### src/pset_pkg.sv
// Shared types and constants for the profile sample event table.
// No dependencies; imported by the controller, datapath and top level.
`default_nettype none

package pset_pkg;

  localparam int TIMERS_DEF = 64;
  localparam int NS_PER_US  = 1000;
  localparam int DIV_DIGITS = 3;

  typedef enum logic [3:0] {
    CMD_REG     = 4'd0,
    CMD_REGEV   = 4'd1,
    CMD_ACC     = 4'd2,
    CMD_AUX     = 4'd3,
    CMD_LATCH1  = 4'd4,
    CMD_LATCHALL= 4'd5,
    CMD_ARM     = 4'd6,
    CMD_PUB     = 4'd7,
    CMD_ACK     = 4'd8,
    CMD_READREC = 4'd9,
    CMD_READEV  = 4'd10
  } cmd_t;

  typedef enum logic [2:0] {
    ST_CLEAR,
    ST_IDLE,
    ST_DECODE,
    ST_READ,
    ST_EXEC,
    ST_DIV,
    ST_WRITE
  } state_t;

  // One table entry as held in memory
  typedef struct packed {
    logic        registered;
    logic        event_registered;
    logic        armed;
    logic        mbox_available;
    logic        mbox_overrun;
    logic [47:0] total_ns;
    logic [31:0] pend_inv;
    logic [39:0] pend_aux;
    logic [47:0] min_tick;
    logic [31:0] rec_seq;
    logic [38:0] rec_us;
    logic [31:0] rec_inv;
    logic [39:0] rec_aux;
    logic [31:0] mbox_seq;
    logic [31:0] mbox_sample_seq;
    logic [47:0] mbox_tick;
    logic [38:0] mbox_us;
    logic [31:0] mbox_inv;
    logic [39:0] mbox_aux;
  } entry_t;

  // Controller to datapath
  typedef struct packed {
    logic capture;
    logic rd_en;
    logic wr_en;
    logic clr;
    logic use_walk;
    logic div_start;
    logic emit;
    logic emit_zero;
  } ctl_cmd_t;

  // Datapath to controller
  typedef struct packed {
    logic known;
    logic all;
    logic need_div;
    logic div_done;
  } ctl_sts_t;

endpackage

`default_nettype wire

### src/pset_ctrl.sv
// Controller state machine: clearing pass, command sequencing, latch-all walk.
// Depends on pset_pkg.
`default_nettype none

module pset_ctrl
  import pset_pkg::*;
#(
  parameter int TIMERS = TIMERS_DEF,
  localparam int AW = (TIMERS > 1) ? $clog2(TIMERS) : 1
) (
  input  wire logic          clk,
  input  wire logic          rst_n,
  input  wire logic          start,
  output logic               busy,
  input  wire ctl_sts_t      sts,
  output ctl_cmd_t           cmd,
  output logic [AW-1:0]      walk_addr
);

  localparam logic [AW-1:0] LAST = AW'(TIMERS - 1);

  state_t        state_r, state_nxt;
  logic [AW-1:0] walk_r, walk_nxt;

  // State and walk counter
  always_ff @(posedge clk) begin
    if (!rst_n) begin
      state_r <= ST_CLEAR;
      walk_r  <= '0;
    end else begin
      state_r <= state_nxt;
      walk_r  <= walk_nxt;
    end
  end

  assign walk_addr = walk_r;
  assign busy      = (state_r != ST_IDLE);

  // Next state and commands
  always_comb begin
    state_nxt = state_r;
    walk_nxt  = walk_r;
    cmd       = '0;
    unique case (state_r)
      ST_CLEAR: begin
        cmd.use_walk = 1'b1;
        cmd.clr      = 1'b1;
        cmd.wr_en    = 1'b1;
        if (walk_r == LAST) begin
          walk_nxt  = '0;
          state_nxt = ST_IDLE;
        end else begin
          walk_nxt = walk_r + 1'b1;
        end
      end
      ST_IDLE: begin
        if (start) begin
          cmd.capture = 1'b1;
          state_nxt   = ST_DECODE;
        end
      end
      ST_DECODE: begin
        if (!sts.known) begin
          cmd.emit      = 1'b1;
          cmd.emit_zero = 1'b1;
          state_nxt     = ST_IDLE;
        end else if (sts.all) begin
          walk_nxt  = '0;
          state_nxt = ST_READ;
        end else begin
          cmd.rd_en = 1'b1;
          state_nxt = ST_EXEC;
        end
      end
      ST_READ: begin
        cmd.use_walk = 1'b1;
        cmd.rd_en    = 1'b1;
        state_nxt    = ST_EXEC;
      end
      ST_EXEC: begin
        cmd.use_walk = sts.all;
        if (sts.need_div) begin
          cmd.div_start = 1'b1;
          state_nxt     = ST_DIV;
        end else begin
          state_nxt = ST_WRITE;
        end
      end
      ST_DIV: begin
        cmd.use_walk = sts.all;
        if (sts.div_done) begin
          state_nxt = ST_WRITE;
        end
      end
      ST_WRITE: begin
        cmd.use_walk = sts.all;
        cmd.wr_en    = 1'b1;
        if (sts.all && (walk_r != LAST)) begin
          walk_nxt  = walk_r + 1'b1;
          state_nxt = ST_READ;
        end else begin
          cmd.emit  = 1'b1;
          state_nxt = ST_IDLE;
        end
      end
      default: state_nxt = ST_IDLE;
    endcase
  end

endmodule

`default_nettype wire

### config.mk
export PLATFORM = sky130hd
export DESIGN_NAME = pset_ctrl
export DESIGN_NICKNAME = d
export VERILOG_FILES = /design/src/pset_pkg.sv /design/src/pset_ctrl.sv
export SDC_FILE = /design/constraint.sdc
export NUM_CORES = 1
export LEC_CHECK = 0
export BUFFER_PORTS_ARGS = -buffer_cell sky130_fd_sc_hd__buf_2
export CAP_MARGIN = 30
export CORE_AREA = 5 5 42 44
export CTS_CLUSTER_DIAMETER = 60
export CTS_CLUSTER_SIZE = 40
export DETAILED_ROUTE_END_ITERATION = 8
export DIE_AREA = 0 0 47 49
export PLACE_DENSITY = 0.79
export REMOVE_ABC_BUFFERS = 1
export SLEW_MARGIN = 10
export SYNTH_ARGS = -nofsm -noshare
export SYNTH_HDL_FRONTEND = slang
export SYNTH_SLANG_ARGS = --single-unit
### constraint.sdc
create_clock -name clk -period 4.1 [get_ports clk]
set_input_delay 0.205 -clock clk [delete_from_list [all_inputs] [get_ports clk]]
set_output_delay 0.205 -clock clk [all_outputs]
set_load 0.005 [all_outputs]
After elaboration in Yosys (flattened, before gate mapping)
Index checks and enable logic that the tools add are counted.
- input port bits: 7
- output and inout bits: 15
- register bits: 9
- logic and storage cells: 53
- add/subtract/negate cells: 1
- muxes and demuxes: 27
- equality and inequality tests: 15
- reductions and logical operators: 8
- operator list (kind ; number):
    $mux W6 ; 4
    $pmux W3 S7 ; 1
    $pmux W6 S3 ; 1
    $mux W3 ; 5
    $ne A2 B2 Y1 const B ; 6
    $mux W1 ; 10
    $eq A3 B3 Y1 const B ; 3
    $add A6 B1 Y6 const B ; 1
    $eq A3 B2 Y1 const B ; 2
    $eq A6 B6 Y1 const B ; 1
    $mux W2 ; 3
    $ne A6 B6 Y1 const B ; 1
    $pmux W1 S2 ; 3
    $reduce_and A4 Y1 ; 1
    $reduce_or A2 Y1 ; 2
    $eq A3 B1 Y1 const B ; 1
    $logic_not A3 Y1 ; 1
    $ne A3 B1 Y1 const B ; 1
    $reduce_and A3 Y1 ; 1
    $reduce_bool A3 Y1 ; 1
    $reduce_or A3 Y1 ; 1
    $logic_and A1 B1 Y1 ; 1

Logic depth before layout (Yosys ltp)
Gate-level depths: netlist of the first run.
- depth after elaboration: 4
- mapped depth: 6
- depth with buffers taken out: 6

Worst setup path after synthesis of the first run
Ideal clock, no wire load.
- path kind: register -> register
- start point: reg walk_r[0], in the netlist walk_addr[0]
- end point: reg walk_r[2], in the netlist walk_addr[2]
- cell stages (with the launch flop): 7
- path slack: 2.394 ns
- arrival: 1.636 ns
- period minus slack after synthesis: 1.706 ns
- required time: 4.030 ns
- path through: dfxtp_1 ha_1 and3_4 a31oi_4 o21bai_2 or4b_1 a21oi_1
- word-level cells in the longest chain between the ends: 4
- elaborated cells on any way between the ends: 9
- classes of those cells: 1 x add/sub; 3 x eq/ne; 3 x mux; 2 x reduce/logical
- RTL lines (item ; RTL line ; source):
    start: declaration ; pset_ctrl.sv:23 ; logic [AW-1:0] walk_r, walk_nxt;
    start signal: assignment ; pset_ctrl.sv:32 ; walk_r <= walk_nxt;
    branches (longest 4 deep; another with $add A6 B1 Y6) ; n/a ;
Several ways; the timed one is not identified. The select of a mux whose other input is x is not followed.
A chain may end at the register's enable or synchronous reset.

==> impl_metrics.json, run 1 <==
{
  "cts_root_buf": "clkbuf_4",
  "synth-seq-area-share_pct": 29.0,
  "mappedNetlistArea_um2": 621,
  "synth_top_area_share_pct": 29.0,
  "fp-row-count": 14,
  "clk_latency_ns": 0.26,
  "initial_core_util_pct": 44.3,
  "max_stage_delay_ns": 0.60,
  "finClkSkew_ns": 0.00613,
  "drc_errors": 0,
  "hp-start": "rst_n",
  "finalWorstSetupSlack_ns": 2.04,
  "synth_ff_type": "dfxtp_1",
  "holdPathEnd": "state_r[2]",
  "synth_async_sr_flop_share_pct": 0,
  "die_h_um": 49,
  "ff2ff_setup_slack_ns": 2.24,
  "syn-instance-count": 80,
  "slowest_stage": "dfxtp_1",
  "cts_inserted_buffers": 3,
  "synth-edff-count": 0,
  "drtIter0Drc": 14,
  "multi_input_area_um2": 418,
  "routed-wl-met3_um": 89,
  "ctsHoldBuffers": 0,
  "detailroute.via_count": 645,
  "totalNegativeSetupSlack_ns": 0,
  "port_buffers": 21,
  "cp.buffers_inverters": 1,
  "vias_per_cell": 5.47,
  "critPathArrivalTime_ns": 1.86,
  "min_period_ns": 2.06,
  "slew_headroom_pct": 64.5,
  "area_growth_pct": 22.6,
  "clk_pin_slew_ns": 0.05,
  "antenna_found_initial": 0,
  "worstHoldPathType": "input pin to register",
  "path_cells": "nor2b_1, nand2_1, nor2_1, a31o_1, buf_2",
  "detail-route-antenna-nets": 0,
  "yosysTopAreaCell": "dfxtp_1",
  "pre_cts_slack_ns": 2.29,
  "critPathKind": "register to output pin",
  "clockBufferDepth": 2,
  "stdcell_area_um2": 761,
  "setup_viol_count_final": 0,
  "period_share_pct": 50.3,
  "cts_resized": 0,
  "grt_pass1_vias": 570,
  "hold_violations": 0,
  "end_kind": "output pin",
  "rsz0062_at_grt": "no",
  "core_mm2": 0.00140,
  "rr_startpoint": "state_r[2]",
  "syn_area_per_cell_um2": 7.76,
  "reg2reg_to": "walk_addr[2]",
  "required_ns": 3.89,
  "slew_viol_final": 0,
  "cts-htree-levels": 1,
  "drt_wl_total_um": 1540,
  "ios": 22,
  "power.density_mw_per_mm2": 233,
  "startpoint": "state_r[1]",
  "synth_area_leaders": "dfxtp_1 (29%), nand2_1 (5.4%), a21oi_1 (4.8%)",
  "yosysUniqueCellTypes": 37,
  "grt_first_pass_wirelength_um": 2540,
  "wl_met2_um": 691,
  "num-nets-final": 111,
  "drive_gt1_share_pct": 29.4,
  "detail_route.wl_per_cell_um": 13.0,
  "gpl.final_weighted_congestion": 0.885,
  "numClockSinks": 9,
  "regArea_um2": 180,
  "grt_max_degree": 15,
  "reg2regPathDepth": 4,
  "track_usage_pct": 14.4,
  "total_leakage_power_uw": 0.000341,
  "worst_pin_slew_ns": 0.532,
  "max_clock_freq_mhz": 484,
  "max_cap_viol_count": 0,
  "diodes": 0,
  "place_area_um2": 734,
  "grt_remaining_overflow": 0,
  "die_area_mm2": 0.00230,
  "n_fill_cell": 149,
  "vdd_ir_drop_max_mv": 0.244,
  "final_core_util_pct": 54.3,
  "hpwlAfterDp_um": 1150,
  "critPathMaxFanout": 14,
  "synth-seq-cells": 9,
  "crit_family": "simple AND/OR/NAND/NOR gates",
  "yosysWarnings": 0,
  "post_cts_buffers": 0,
  "start_kind": "register",
  "top_layer": "met4",
  "routedLengthMet1_um": 740,
  "worst_hold_path.num_cells": 2,
  "outcome": "finished clean",
  "cts_tree": "built",
  "firstDrtPassIters": 4,
  "die_x_um": 47
}
-- area by class of cell --
cell class / instances / share of cell area, %
repair buffers: 21 / 13.8
multi-input cells: 65 / 54.9
inverters: 3 / 1.48
well taps: 16 / 2.63
clock buffers: 4 / 3.45
flip-flops and latches: 9 / 23.7
-- metal layers --
layer	vias up	GRT usage, %
met4	0	4.15
met2	15	22.4
li1	334	-
met5	-	0
met1	294	19.8
met3	2	2.58
-- power by group --
group	internal, uW	switching (uW)
Clock	37.4	29.0
Sequential	90.1	2.71
Combinational	8.70	9.26
Total	136	40.9
-- stage by stage --
| step | hold WS (ns) | total power [uW] | instances |
|---|---|---|---|
| 2_1_floorplan | 0.323 | 103 | 77 |
| 3_3_place_gp | 0.474 | 112 | 114 |
| 3_5_place_dp | 0.475 | 113 | 114 |
| 4_1_cts | 0.208 | 179 | 118 |
| 5_1_grt | 0.225 | 186 | 118 |
| 6_report | 0.216 | 177 | 118 |
-- cell families (layout without fill, tap and decap cells) --
group	count (synthesis)	count (layout)	synth area share [%]
and+or+nand+nor	34	34	28.6
buffers and inverters	6	28	3.63
muxes	1	1	1.81
adders and majority gates	1	1	2.02
AOI/OAI and AO/OA	26	26	30.6
DFF	9	9	29.0
xor gates and xnor gates	3	3	4.23
-- layout by cell type, fill, tap and decap left out, drive strengths merged --
master  instances
a211oi          2
a21o            1
a21oi           7
a22oi           1
a31o            1
a31oi           2
and2            1
and3            3
buf            21
clkbuf          4
dfxtp           9
ha              1
inv             3
mux2            1
nand2           9
nand2b          1
nand3           4
nor2            8
nor2b           2
nor3            1
nor4            1
o211a           1
o211ai          1
o21a            2
o21ai           5
o21bai          1
o221ai          1
o31ai           1
or2             1
or3             2
or4b            1
xnor2           1
xor2            2
-- cell usage after synthesis (2+ instances only) --
library cell	n
a21oi_1	6
o21ai_0	4
dfxtp_1	9
a211oi_1	2
or3_1	2
nor2b_1	2
and3_1	2
xor2_1	2
inv_1	3
o21a_1	2
clkbuf_1	3
nand2_1	9
nor2_1	8
nand3_1	3
-- worst max-delay path by stage --
| stage | depth (start not counted) | to |
|---|---|---|
| floorplan | 6 | walk_addr[2] |
| global placement | 5 | walk_addr[2] |
| detailed placement | 4 | walk_addr[2] |
| CTS | 5 | cmd[1] |
| global route | 5 | cmd[1] |
| finish | 5 | cmd[1] |
-- flip-flops by register name (all words and copies together) (netlist names) --
| signal | count |
|---|---|
| state_r | 3 |
| walk_addr | 6 |
Note: power is estimated with default switching activity, not from simulation.
==> inputs of run 2 (changes only) <==
- ABC_AREA: not set -> 1
- CORE_AREA: 5 5 42 44 -> not set
- CORE_MARGIN: not set -> 5
- CORE_UTILIZATION: not set -> 44
- DIE_AREA: 0 0 47 49 -> not set
- PLACE_DENSITY: 0.79 -> 0.77
- clock period: 4.1 -> 1.85 ns (I/O delays scaled with it)
==> impl_metrics.json, run 2 <==
{
  "outcome": "finished clean",
  "fp-row-count": 14,
  "place_area_um2": 832,
  "initial_core_util_pct": 46.4,
  "vias_per_cell": 5.11,
  "vdd_ir_drop_max_mv": 0.425,
  "final_cell_mix": "nand2_1 (30), buf_2 (21), inv_1 (18)",
  "totalNegativeSetupSlack_ns": 0,
  "cts-htree-levels": 1,
  "cts_inserted_buffers": 3,
  "dp_cells": 156,
  "setup_viol_count_final": 0,
  "core_mm2": 0.00152,
  "drt_wl_total_um": 1710,
  "power.density_mw_per_mm2": 474,
  "finClkSkew_ns": 0.00114,
  "slew_viol_final": 0,
  "synth-seq-cells": 9,
  "synth-seq-area-share_pct": 25.5,
  "cts_resized": 0,
  "grt_first_pass_wirelength_um": 2950,
  "period_share_pct": 89.1,
  "max_cap_viol_count": 0,
  "antenna_found_initial": 0,
  "grt_remaining_overflow": 0,
  "start_kind": "register",
  "critPathMaxFanout": 6,
  "post_cts_buffers": 0,
  "max_clock_freq_mhz": 607,
  "synth_top_area_share_pct": 25.5,
  "hold_violations": 0,
  "largest_register_ffs": 6,
  "synth-edff-count": 0,
  "die_h_um": 50.1,
  "critPathKind": "register to output pin",
  "critPathArrivalTime_ns": 1.56,
  "numClockSinks": 9,
  "yosysUniqueCellTypes": 21,
  "worstHoldPathType": "input pin to register",
  "grt_pass1_vias": 717,
  "clockBufferDepth": 2,
  "cts_tree": "built",
  "worst_pin_slew_ns": 0.263,
  "hp-start": "rst_n",
  "die_x_um": 50.1,
  "path_cells": "ha_1, nand3_2, o21bai_2, nand2_4, o21ai_0, buf_2",
  "rr_startpoint": "walk_addr[0]",
  "track_usage_pct": 14.7,
  "mappedNetlistArea_um2": 707,
  "syn-instance-count": 119,
  "cts_root_buf": "clkbuf_4",
  "syn_area_per_cell_um2": 5.94,
  "yosysWarnings": 0,
  "ctsHoldBuffers": 0,
  "hpwlAfterDp_um": 1410,
  "drive_gt1_share_pct": 26.4,
  "final_cell_count_no_fill": 160,
  "final_common_cell": "nand2_1",
  "stdcell_area_um2": 860,
  "crit_family": "flip-flops",
  "n_fill_cell": 160,
  "ios": 22,
  "detail_route.wl_per_cell_um": 10.7,
  "synth.most_common_cell": "nand2_1",
  "detailroute.via_count": 818,
  "synth_async_sr_flop_share_pct": 0,
  "startpoint": "walk_addr[0]",
  "num-nets-final": 153,
  "slowest_stage": "dfxtp_1",
  "required_ns": 1.76,
  "die_area_mm2": 0.00251,
  "ys_top_cells_by_count": "nand2_1 (30), inv_1 (18), nor2_1 (16)",
  "synth_area_leaders": "dfxtp_1 (25%), nand2_1 (16%), inv_1 (9.6%)",
  "gpl.final_weighted_congestion": 0.846,
  "max_stage_delay_ns": 0.42,
  "clk_latency_ns": 0.26,
  "yosysTopAreaCell": "dfxtp_1",
  "end_kind": "output pin",
  "cp.buffers_inverters": 1,
  "area_growth_pct": 21.6,
  "diodes": 0,
  "detail-route-antenna-nets": 0,
  "drc_errors": 0,
  "total_leakage_power_uw": 0.000472,
  "firstDrtPassIters": 4,
  "clk_pin_slew_ns": 0.06,
  "rsz0062_at_grt": "no",
  "drtIter0Drc": 18,
  "power.total_uw": 408,
  "port_buffers": 21,
  "grt_max_degree": 8,
  "min_period_ns": 1.65,
  "synth_ff_type": "dfxtp_1",
  "slew_headroom_pct": 82.4
}
run 2: changes by cell type in the layout (fill, tap and decap cells not counted), sizes merged, moves of 2 or more:
| cell | previous run | this run |
|---|---|---|
| nand2 | 9 | 37 |
| inv | 3 | 22 |
| nand3 | 4 | 13 |
| nor2 | 8 | 16 |
| and3 | 3 | 0 |
| a211oi | 2 | 0 |
| nand4 | 0 | 2 |
| nor2b | 2 | 0 |
| o21a | 2 | 0 |
| or3 | 2 | 0 |
| xor2 | 2 | 0 |
run 2: cell families (layout without fill, tap and decap cells):
kind of cell,count (synthesis),after routing,synth area share [%]
AND/OR/NAND/NOR,71,71,47.1
buffers and inverters,22,47,12.0
AO/OA/AOI/OAI,15,15,12.4
adder cells (fa/ha/maj),1,1,1.77
flip-flops,9,9,25.5
XOR/XNOR,1,1,1.24
run 2: cell type report:
cell class / count / area (um^2) / share of cell area, %
Multi-Input combinational cell: 88 / 442 / 51.4
Sequential cell: 9 / 180 / 21.0
Timing Repair Buffer: 21 / 105 / 12.2
Inverter: 22 / 85.1 / 9.90
Clock buffer: 3 / 22.5 / 2.62
Tap cell: 16 / 20.0 / 2.33
Clock inverter: 1 / 5.00 / 0.582
run 2: where the power goes:
part           total (uW)  switching (uW)  internal (uW)  leakage [uW]
clock                 155            75.0           80.0     0.0000177
sequential            208            8.20            200     0.0000731
combinational        44.7            23.3           21.5      0.000381
total                 408             106            301      0.000472
run 2: worst paths after layout:
kind	to	slack, ns	cells past startpoint
min reg2reg	walk_addr[3]	0.53	2
min	walk_addr[1]	0.05	3
max reg2reg	walk_addr[1]	0.40	9
max	cmd[1]	0.20	6
run 2: metal layers:
metal | global-route usage [%] | wire (um)
met2 | 20.5 | 777
met1 | 19.3 | 786
met3 | 6.93 | 130
met4 | 5.24 | 16
met5 | 0 | 0
run 2: worst min-delay path, stage by stage:
cell	delay (ns)
buf_2	0.10
nand2_1	0.05
nor2_1	0.03
run 2: per-stage QoR:
| step | util (%) | hold slack (ns) | worst slack (ns) |
|---|---|---|---|
| 5_1_grt | 56.4 | 0.0467 | 0.121 |
| 3_3_place_gp | 54.6 | 0.327 | 0.449 |
| 4_1_cts | 56.4 | 0.0490 | 0.190 |
| 6_report | 56.4 | 0.0546 | 0.202 |
| 2_1_floorplan | - | 0.213 | 0.513 |
| 3_5_place_dp | 54.6 | 0.332 | 0.415 |
